==> src/rtl/text_console_writer_with_scroll_core_macros.svh <==
// Assertion macros shared by the console core modules.
`ifndef TEXT_CONSOLE_WRITER_WITH_SCROLL_CORE_MACROS_SVH
`define TEXT_CONSOLE_WRITER_WITH_SCROLL_CORE_MACROS_SVH

// Same-cycle implication, clocked on clk, off while arst_n is low.
`define TCW_ASSERT_IMP(lbl, ante, cons, msg) \
	lbl: assert property (@(posedge clk) disable iff (!arst_n) (ante) |-> (cons)) \
		else $error(msg);

// Next-cycle implication, clocked on clk, off while arst_n is low.
`define TCW_ASSERT_NXT(lbl, ante, cons, msg) \
	lbl: assert property (@(posedge clk) disable iff (!arst_n) (ante) |=> (cons)) \
		else $error(msg);

`endif

==> src/rtl/tcw_pkg.sv <==
// Types and constants shared by the console core modules.
package tcw_pkg;

	localparam logic       OP_WRITE         = 1'b0;
	localparam logic       OP_READ          = 1'b1;
	localparam logic [7:0] NEWLINE_CODE     = 8'd10;
	localparam logic [15:0] BLANK_CELL      = 16'h0720;
	localparam logic [7:0] TEXT_COLOR_RESET = 8'h07;

	typedef struct packed {
		logic       op;
		logic [7:0] char_code;
		logic [6:0] read_col;
		logic [4:0] read_row;
	} item_t;

	typedef struct packed {
		logic [15:0] cell_value;
		logic [6:0]  cursor_col;
		logic [4:0]  cursor_row;
	} result_t;

	typedef struct packed {
		logic capture;
		logic exec;
		logic clear_wr;
		logic wipe_wr;
		logic finish;
		logic finish_ram;
	} cmd_t;

	typedef struct packed {
		logic rd_mem;
		logic scroll;
		logic clear_last;
		logic wipe_last;
	} status_t;

endpackage

==> src/rtl/tcw_ctrl.sv <==
// Controller state machine of the console core.
`include "text_console_writer_with_scroll_core_macros.svh"

module tcw_ctrl
	import tcw_pkg::*;
(
	input  logic    clk,
	input  logic    arst_n,
	input  logic    start,
	output logic    busy,
	input  status_t st,
	output cmd_t    cmd
);

	typedef enum logic [5:0] {
		ST_CLEAR  = 6'b000001,
		ST_IDLE   = 6'b000010,
		ST_EXEC   = 6'b000100,
		ST_RDWAIT = 6'b001000,
		ST_WIPE   = 6'b010000,
		ST_RESP   = 6'b100000
	} state_t;

	state_t state_q;
	state_t state_d;

	always_ff @(posedge clk or negedge arst_n) begin
		if (!arst_n) begin
			state_q <= ST_CLEAR;
		end else begin
			state_q <= state_d;
		end
	end

	always_comb begin
		state_d = state_q;
		cmd     = '0;
		unique case (state_q)
			ST_CLEAR: begin
				cmd.clear_wr = 1'b1;
				if (st.clear_last) begin
					state_d = ST_IDLE;
				end
			end
			ST_IDLE: begin
				if (start) begin
					cmd.capture = 1'b1;
					state_d     = ST_EXEC;
				end
			end
			ST_EXEC: begin
				cmd.exec = 1'b1;
				if (st.rd_mem) begin
					state_d = ST_RDWAIT;
				end else if (st.scroll) begin
					state_d = ST_WIPE;
				end else begin
					state_d = ST_RESP;
				end
			end
			ST_RDWAIT: begin
				cmd.finish     = 1'b1;
				cmd.finish_ram = 1'b1;
				state_d        = ST_IDLE;
			end
			ST_WIPE: begin
				cmd.wipe_wr = 1'b1;
				if (st.wipe_last) begin
					state_d = ST_RESP;
				end
			end
			ST_RESP: begin
				cmd.finish = 1'b1;
				state_d    = ST_IDLE;
			end
			default: begin
				state_d = ST_IDLE;
			end
		endcase
	end

	assign busy = (state_q != ST_IDLE);

	`TCW_ASSERT_NXT(a_accept_to_exec, (state_q == ST_IDLE) && start, state_q == ST_EXEC, "accepted transaction did not execute")
	`TCW_ASSERT_IMP(a_wipe_entry, state_q == ST_WIPE, ($past(state_q) == ST_EXEC) || ($past(state_q) == ST_WIPE), "row wipe entered without a scroll")

endmodule

==> config.mk <==
export PLATFORM = sky130hd
export DESIGN_NAME = tcw_ctrl
export DESIGN_NICKNAME = d
export VERILOG_FILES = /design/src/rtl/tcw_pkg.sv /design/src/rtl/tcw_ctrl.sv
export VERILOG_INCLUDE_DIRS = /design/src /design/src/rtl
export SDC_FILE = /design/constraint.sdc
export NUM_CORES = 1
export LEC_CHECK = 0
export BUFFER_PORTS_ARGS = -buffer_cell sky130_fd_sc_hd__buf_2
export CAP_MARGIN = 20
export CORE_AREA = 4 4 41 43
export CTS_CLUSTER_DIAMETER = 60
export DETAILED_ROUTE_END_ITERATION = 12
export DIE_AREA = 0 0 45 47
export SLEW_MARGIN = 25
export SYNTH_ARGS = -nofsm -noshare
export SYNTH_HDL_FRONTEND = slang
export SYNTH_SLANG_ARGS = --single-unit
==> constraint.sdc <==
create_clock -name clk -period 2.1 [get_ports clk]
set_input_delay 0.315 -clock clk [delete_from_list [all_inputs] [get_ports clk]]
set_output_delay 0.315 -clock clk [all_outputs]
set_load 0.005 [all_outputs]
# Word level (Yosys, flattened, before mapping)
# Cells that the tools add are included.
# totals
regBits	6
wordCells	26
# op_classes
n_eq_ne	10
muxes	13
n_reduce_logical	2
# op_table
op	count
6-bit two-way mux	5
6-bit case mux with 4 select lines	1
1-bit two-way mux	7
6-bit by 1-bit == test with 1-bit output, second input constant	1
6-bit by 2-bit == test with 1-bit output, second input constant	1
6-bit by 3-bit == test with 1-bit output, second input constant	1
6-bit by 4-bit == test with 1-bit output, second input constant	1
6-bit by 5-bit == test with 1-bit output, second input constant	1
6-bit == test, second input constant	1
2-bit != test, second input constant	3
6-bit by 2-bit != test with 1-bit output, second input constant	1
3-bit AND reduction	1
2-bit OR reduction	1

# Logic depth before layout (Yosys ltp)
# Gate-level depths: netlist of the first run.
# logic_depth
depth_word	3
depth_mapped	4
ltp_nobuf	4

# Least setup slack after synthesis of the first run
# No wires, ideal clock.
# synth_timing
kind	register to output
startpoint	reg state_q[3]
endpoint	out cmd[5] (netlist bit)
stages_incl_launch_ff	4
required_time_ps	1785
t_arrival_ps	1505
slack_ps	280
path_cell_list	dfrtp_1 > or4_4 > or3b_4 > nor2_1
# synth_lines
item	line_no	source
start: declaration	tcw_ctrl.sv:24	state_t state_q;
start signal: assignment	tcw_ctrl.sv:31	state_q <= state_d;
end: declaration	tcw_ctrl.sv:12	output cmd_t cmd

==> results.toml, run 1 <==
[floorplan]
pin_count = 14
start_util = 0.265
placementRows = 13
die_x_um = 45
die_area_mm2 = 0.00212
placeableCoreArea_mm2 = 0.00130
die_h_um = 47

[critical_path]
critPathArrivalTime_ns = 1.78
rrSetupSlack_ns = 0.52
cp_slowest_stage_delay_ns = 0.55
required_ns = 1.78
crit_slowest_cell = "or4_4"
critical_path_peak_fanout = 4
endpoint_kind = "output port"
rr_endpoint = "state_q[1]"
r2r_cells = 3
crit_buf_inv = 1
r2r-start = "state_q[3]"
path_class = "register to output port"
path_cells = "or4_4 > or3b_4 > nor2_2 > buf_2"
worstSetupStartpointType = "register"
crit_family = "simple AND/OR/NAND/NOR gates"

[global_routing]
grt_pass1_wl_mm = 1.27
antenna_found_initial = 0
first_global_vias = 302
globalRouteOverflowTotal = 0
grt_use_total = 0.0884
grt_max_degree = 7

[clocking]
root_buffer = "clkbuf_4"
cts.sinks = 6
cts_tree = "done"
clk_latency_ns = 0.24
clk_pin_slew_ns = 0.04
cts_buffer_depth = 2
cts_buffers = 3
htreeDepth = 1

[logic_synthesis]
synth_area_um2 = 345
yosysTopAreaCellShare = 0.362
ys_seq_area_frac = 0.438
syn_area_per_cell_um2 = 10.5
yosys_warnings = 0
synth.distinct_cells = 20
synth_area_leaders = "dfrtp_1, dfstp_2, inv_1, nor4b_1, o32ai_1"
syn_inst = 33
synth_top_cell_by_area = "dfrtp_1"
syn_nets = 40
ys_ff_latch = 6

[timing]
timing.fmax_mhz = 478
final.setup.tns_ns = 0
fin_crit_sh = 0.996
finalSetupViolCount = 0
hold_viol_final = 0
skew_ns = 0.00834
slew_viol_final = 0
rsz0062_at_grt = "true"
worst_pin_slew_ns = 0.324
maxSlewHeadroom = 0.783
fin_crit_ns = 2.09

[min_path]
hp-class = "input port to register"
min_to = "state_q[0]"
hold_start = "st[1]"
whs_path_depth = 2

[placement]
gp_congestion = 0.591
port_buffers = 13
dpl.hpwl_um = 623
placed_area_um2 = 429

[detailed_routing]
drt_iter0_markers = 2
dr.pass1.iters = 2
drc_errors = 0
viasPerCell = 4.59
final_antenna_net_count = 0
via_count = 317
drt-total-wl_um = 758
wl_per_cell_um = 11.0

[final_layout]
area_growth_syn_to_layout_pct = 42.4
regMostFlops = "state_q"
fin_area_um2 = 492
fillers = 150
nets = 62
layout-drive-gt1-share = 0.500
largest_registers = "state_q: 6 flops"
num_antenna_cells = 0
largest_reg_flops = 6

[power_and_ir_drop]
p_per_area_mw_per_mm2 = 1030
p_leak_uw = 0.000261
vdd_drop_max_mv = 0.566

[flow_run]
maxCapViolations = 0

[run_status]
status = "completed"
per-stage QoR:
step	setup slack, ns	hold slack, ns	power (µW)	utilization	cells
6_report	0.00856	0.224	508	0.378	69
3_5_place_dp	0.160	0.140	379	0.330	61
2_1_floorplan	0.280	0.0194	313	-	33
5_1_grt	-0.0648	0.220	552	0.378	69
4_1_cts	0.000431	0.218	514	0.376	69
3_3_place_gp	0.171	0.139	372	0.330	61
cells by family after synthesis:
logic type      synth area share
xor+xnor                  0.0507
flops                      0.438
compound gates             0.130
simple gates               0.326
buf+inv                   0.0544
what timing repair did:
action | CTS | global route
gates resized for setup | 1 | 1
endpoints found under the hold margin | 5 | 0
pin swaps | 1 | 2
endpoints found under the setup margin | 2 | 1
setup buffers | 3 | 0
hold buffers | 1 | 0
placed cells by master (no fill, tap or decap):
master and n:
buf_2 13, inv_1 5, dfrtp_1 4, nor2_1 3, clkbuf_4 3, buf_4 3
nor4b_1 2, o32ai_1 2, nand2_1 1, or4_4 1, or3b_4 1, nand4b_1 1
and4b_2 1, nor2_2 1, nor3b_1 1, xnor2_1 1, and2_1 1, nor4b_2 1
xor2_1 1, o21ai_0 1, nor3_1 1, o211a_1 1, o22ai_2 1, clkbuf_1 1
dlygate4sd3_1 1, dfstp_2 1, dfrtp_2 1
area by class of cell:
class / instances / area (µm²) / share of cell area
clock buffer: 4 / 26.3 / 0.0534
inverter: 5 / 18.8 / 0.0382
multi-input combinational: 22 / 178 / 0.361
sequential: 6 / 153 / 0.310
tap: 15 / 18.8 / 0.0382
timing repair buffer: 17 / 97.6 / 0.198
report_power, final:
group / leakage, µW / switching, µW / internal [µW]
registers: 0.0000749 / 24.1 / 141
logic: 0.000171 / 107 / 125
clock network: 0.0000150 / 38.9 / 71.8
total: 0.000261 / 170 / 337
how the worst max path moves through the flow:
stage	slack (ns)	from	depth (start not counted)	to
after CTS	0.0004	state_q[2]	4	cmd[5]
after floorplan	0.28	state_q[3]	3	cmd[5]
after global placement	0.17	state_q[3]	4	cmd[5]
after global routing	-0.06	state_q[4]	4	cmd[5]
final	0.009	state_q[3]	4	cmd[5]
after detailed placement	0.16	state_q[3]	4	cmd[5]
layer usage:
| metal | wire length, µm | up-vias | GRT usage |
|---|---|---|---|
| li1 | - | 164 | - |
| met1 | 335 | 144 | 0.100 |
| met2 | 382 | 7 | 0.133 |
| met3 | 30 | 2 | 0.0345 |
| met4 | 9 | 0 | 0.0702 |
| met5 | 0 | - | 0 |
cell usage after synthesis, drive strengths merged:
cell    n
inv     5
xor2    1
or3b    1
xnor2   1
o21ai   1
o211a   1
or4     1
nand2   1
and2    1
nor4b   3
dfstp   1
o22ai   1
dfrtp   5
nor3b   1
o32ai   2
nor3    1
nand4b  1
and4b   1
nor2    4
Power figures use the tool's default switching activity.
==> inputs of run 2 (changes only) <==
- CTS_BUF_LIST: unset -> sky130_fd_sc_hd__clkbuf_2 sky130_fd_sc_hd__clkbuf_4 sky130_fd_sc_hd__clkbuf_8
==> results.toml, run 2 (same netlist as run 1, synthesis figures left out) <==
[final_layout]
fillers = 147
fin_area_um2 = 500
layout-drive-gt1-share = 0.509
fin_util = 0.385
final_common_cell = "buf_2"
num_antenna_cells = 0
regMostFlops = "state_q"
final_cell_mix = "buf_2, inv_1"
largest_reg_flops = 6
largest_registers = "state_q: 6 flops"
nets = 63
area_growth_syn_to_layout_pct = 44.9

[placement]
dpl.hpwl_um = 623
gp_congestion = 0.591
placed_area_um2 = 429
port_buffers = 13
dp_slack_ns = 0.160

[global_routing]
globalRouteOverflowTotal = 0
grt_use_total = 0.0939
grt_max_degree = 7
first_global_vias = 297
antenna_found_initial = 0
grt_pass1_wl_mm = 1.30

[detailed_routing]
viasPerCell = 4.59
drt_iter0_markers = 1
drt-total-wl_um = 782
via_count = 321
drc_errors = 0
final_antenna_net_count = 0
wl_per_cell_um = 11.2
dr.pass1.iters = 3

[timing]
maxSlewHeadroom = 0.775
hold_viol_final = 0
timing.fmax_mhz = 481
rsz0062_at_grt = "true"
layout_setup_ws_ns = 0.0217
finalSetupViolCount = 0
fin_crit_sh = 0.990
worst_pin_slew_ns = 0.336
skew_ns = 0.0103
final.setup.tns_ns = 0
fin_crit_ns = 2.08
slew_viol_final = 0

[clocking]
htreeDepth = 1
clk_latency_ns = 0.24
cts.sinks = 6
cts_tree = "done"
cts_buffers = 3
root_buffer = "clkbuf_4"
cts_buffer_depth = 2
clk_pin_slew_ns = 0.05

[floorplan]
die_x_um = 45
placeableCoreArea_mm2 = 0.00130
placementRows = 13
die_area_mm2 = 0.00212
die_h_um = 47
pin_count = 14
start_util = 0.265

[power_and_ir_drop]
vdd_drop_max_mv = 0.513
p_per_area_mw_per_mm2 = 1080
p_leak_uw = 0.000269

[critical_path]
rr_endpoint = "state_q[1]"
crit_slowest_cell = "or4_4"
critPathArrivalTime_ns = 1.76
r2r_cells = 4
worstSetupStartpointType = "register"
path_cells = "or4_4 > or3b_4 > nor2_1 > buf_2"
required_ns = 1.78
endpoint_kind = "output port"
rrSetupSlack_ns = 0.42
critical_path_peak_fanout = 3
r2r-start = "state_q[2]"
path_class = "register to output port"
cp_slowest_stage_delay_ns = 0.52

[min_path]
min_to = "state_q[0]"
whs_path_depth = 2
hp-class = "input port to register"
hold_start = "st[1]"

[run_status]
status = "completed"

[flow_run]
maxCapViolations = 0
## run 2: changes by cell type in the layout (fill, tap and decap cells not counted), sizes merged
cell  previous run  this run
buf             16        17
## run 2: metal layers
layer  wire, µm  up-vias  global-route usage
met2        401        7               0.133
met5          0        -                   0
met1        342      146               0.102
met4          8        0              0.0877
met3         30        2              0.0460
li1           -      166                   -
## run 2: through the flow
step           power [µW]  instances  hold slack (ns)
2_1_floorplan         313         33           0.0194
3_3_place_gp          372         61            0.139
3_5_place_dp          379         61            0.140
4_1_cts               547         70            0.214
5_1_grt               585         70            0.212
6_report              539         70            0.223
## run 2: timing repair
| action | in CTS | in global routing |
|---|---|---|
| setup buffers | 4 | 0 |
| gates cloned | 0 | 0 |
| gates resized for setup | 1 | 0 |
| pin swaps | 1 | 0 |
| endpoints found under the hold margin | 5 | 0 |
| setup endpoints to repair | 2 | 1 |
| hold buffers | 1 | 0 |
## run 2: power breakdown
part / switching [µW] / internal, µW
clock: 41.1 / 84.8
combinational: 110 / 139
sequential: 23.7 / 141
total: 174 / 365
## run 2: area by class of cell
cell class | instances | area (µm²) | area share
Multi-Input combinational cell | 22 | 175 | 0.350
Timing Repair Buffer | 18 | 105 | 0.210
Inverter | 5 | 18.8 | 0.0375
Tap cell | 15 | 18.8 | 0.0375
Sequential cell | 6 | 153 | 0.305
Clock buffer | 4 | 30.0 | 0.0600
## run 2: how the worst max path moves through the flow
stage	slack (ns)	end	startpoint
2_1_floorplan	0.28	cmd[5]	state_q[3]
5_1_grt	-0.06	cmd[5]	state_q[2]
3_3_place_gp	0.17	cmd[5]	state_q[3]
6_report	0.02	cmd[5]	state_q[2]
3_5_place_dp	0.16	cmd[5]	state_q[3]
4_1_cts	0.01	cmd[5]	state_q[2]
## run 2: critical path: cells and delay by family, from the launching register on
family / cells / cell delay [ns]
DFF: 1 / 0.40
and+or+nand+nor: 3 / 1.01
buffers and inverters: 1 / 0.11
==> inputs of run 3 (changes only) <==
- SLEW_MARGIN: 25 -> 20
- clock period: 2.1 -> 2.44 ns (I/O delays scaled with it)
==> results.toml, run 3 (same netlist as run 1, synthesis figures left out) <==
[run_status]
status = "completed"

[timing]
layout_setup_ws_ns = 0.203
finalSetupViolCount = 0
final.setup.tns_ns = 0
slew_viol_final = 0
worst_pin_slew_ns = 0.301
fin_crit_ns = 2.24
rsz0062_at_grt = "false"
fin_crit_sh = 0.917
hold_ws_ns = 0.274
timing.fmax_mhz = 447
skew_ns = 0.00643
maxSlewHeadroom = 0.799
hold_viol_final = 0

[critical_path]
critical_path_peak_fanout = 6
crit_slowest_cell = "or4_4"
crit_family = "simple AND/OR/NAND/NOR gates"
path_cells = "or4_4 > or3b_4 > nor2_1 > buf_2"
worstSetupStartpointType = "register"
critPathArrivalTime_ns = 1.87
required_ns = 2.07
crit_buf_inv = 1
path_class = "register to output port"
cp_slowest_stage_delay_ns = 0.58
endpoint_kind = "output port"

[floorplan]
die_area_mm2 = 0.00212
placementRows = 13
die_x_um = 45
die_h_um = 47
placeableCoreArea_mm2 = 0.00130
start_util = 0.265
pin_count = 14

[final_layout]
layout-drive-gt1-share = 0.451
largest_reg_flops = 6
final_cell_mix = "buf_2, inv_1, dfrtp_1"
final_common_cell = "buf_2"
regMostFlops = "state_q"
regArea_um2 = 151
largest_registers = "state_q: 6 flops"
nets = 59
area_growth_syn_to_layout_pct = 35.9
fillers = 144
num_antenna_cells = 0
multiInputGateArea_um2 = 175

[clocking]
htreeDepth = 1
cts_buffer_depth = 2
cts_tree = "done"
cts.sinks = 6
clk_pin_slew_ns = 0.04
root_buffer = "clkbuf_4"
clk_latency_ns = 0.24
cts_buffers = 3

[detailed_routing]
drc_errors = 0
drt-total-wl_um = 662
viasPerCell = 4.58
via_count = 302
drt_iter0_markers = 0
wl_per_cell_um = 10.0
dr.pass1.iters = 1
final_antenna_net_count = 0

[placement]
dpl.hpwl_um = 563
dp_slack_ns = 0.447
gp_congestion = 0.618
port_buffers = 13

[global_routing]
grt_use_total = 0.0701
grt_pass1_wl_mm = 1.09
grt_max_degree = 8
antenna_found_initial = 0
first_global_vias = 271
globalRouteOverflowTotal = 0

[power_and_ir_drop]
p_leak_uw = 0.000250
net-switching-power_uw = 137
power_switching_share = 0.323
p_int_uw = 287
seqPwrFrac = 0.361
vdd_drop_max_mv = 0.420
comb_power_share = 0.395
p_per_area_mw_per_mm2 = 904
clock_power_share = 0.244

[flow_run]
maxCapViolations = 0

[min_path]
hp-class = "input port to register"
## run 3: cell count changes in the layout (fill, tap and decap cells not counted)
cell and delta:
buf_4 -4, dfrtp_1 +1, dfrtp_2 -1
## run 3: path summary, 6_finish.rpt
kind	slack [ns]	end	from	cells after the start
worst max register to register	0.77	state_q[1]	state_q[3]	3
max in group asynchronous	1.74	state_q[0]	arst_n	2
worst min register to register	0.52	state_q[0]	state_q[1]	1
min in group asynchronous	0.48	state_q[4]	arst_n	2
worst min-delay path	0.27	state_q[0]	st[1]	2
worst max-delay path	0.20	cmd[5]	state_q[3]	4
## run 3: metrics by stage
step / area [µm²] / util / cells / power [µW]
floorplan: 345 / - / 33 / 269
detailed placement: 429 / 0.330 / 61 / 325
global placement: 429 / 0.330 / 61 / 321
CTS: 469 / 0.361 / 66 / 432
global route: 469 / 0.361 / 66 / 455
finish: 469 / 0.361 / 66 / 424
## run 3: metal layers
layer | share of wire | up-vias | GRT usage
met4 | 0 | 0 | 0.0351
met2 | 0.51 | 7 | 0.116
met1 | 0.45 | 137 | 0.0884
li1 | - | 158 | -
met5 | 0 | - | 0
met3 | 0.047 | 0 | 0.0115
## run 3: what timing repair did
action,in CTS,in global routing
gates resized for setup,0,0
hold buffers,1,0
hold endpoints to repair,5,0
buffers inserted,0,0
## run 3: layout make-up
type,count,area share
Inverter,5,0.0400
Timing Repair Buffer,14,0.160
Clock buffer,4,0.0640
Sequential cell,6,0.323
Tap cell,15,0.0400
Multi-Input combinational cell,22,0.373
## run 3: power groups by stage
stage	clock [µW]	sequential, µW	combinational [µW]
2_1_floorplan	0	147	123
3_3_place_gp	0	155	167
6_report	104	153	167
3_5_place_dp	0	155	170
5_1_grt	112	157	186
4_1_cts	106	153	172
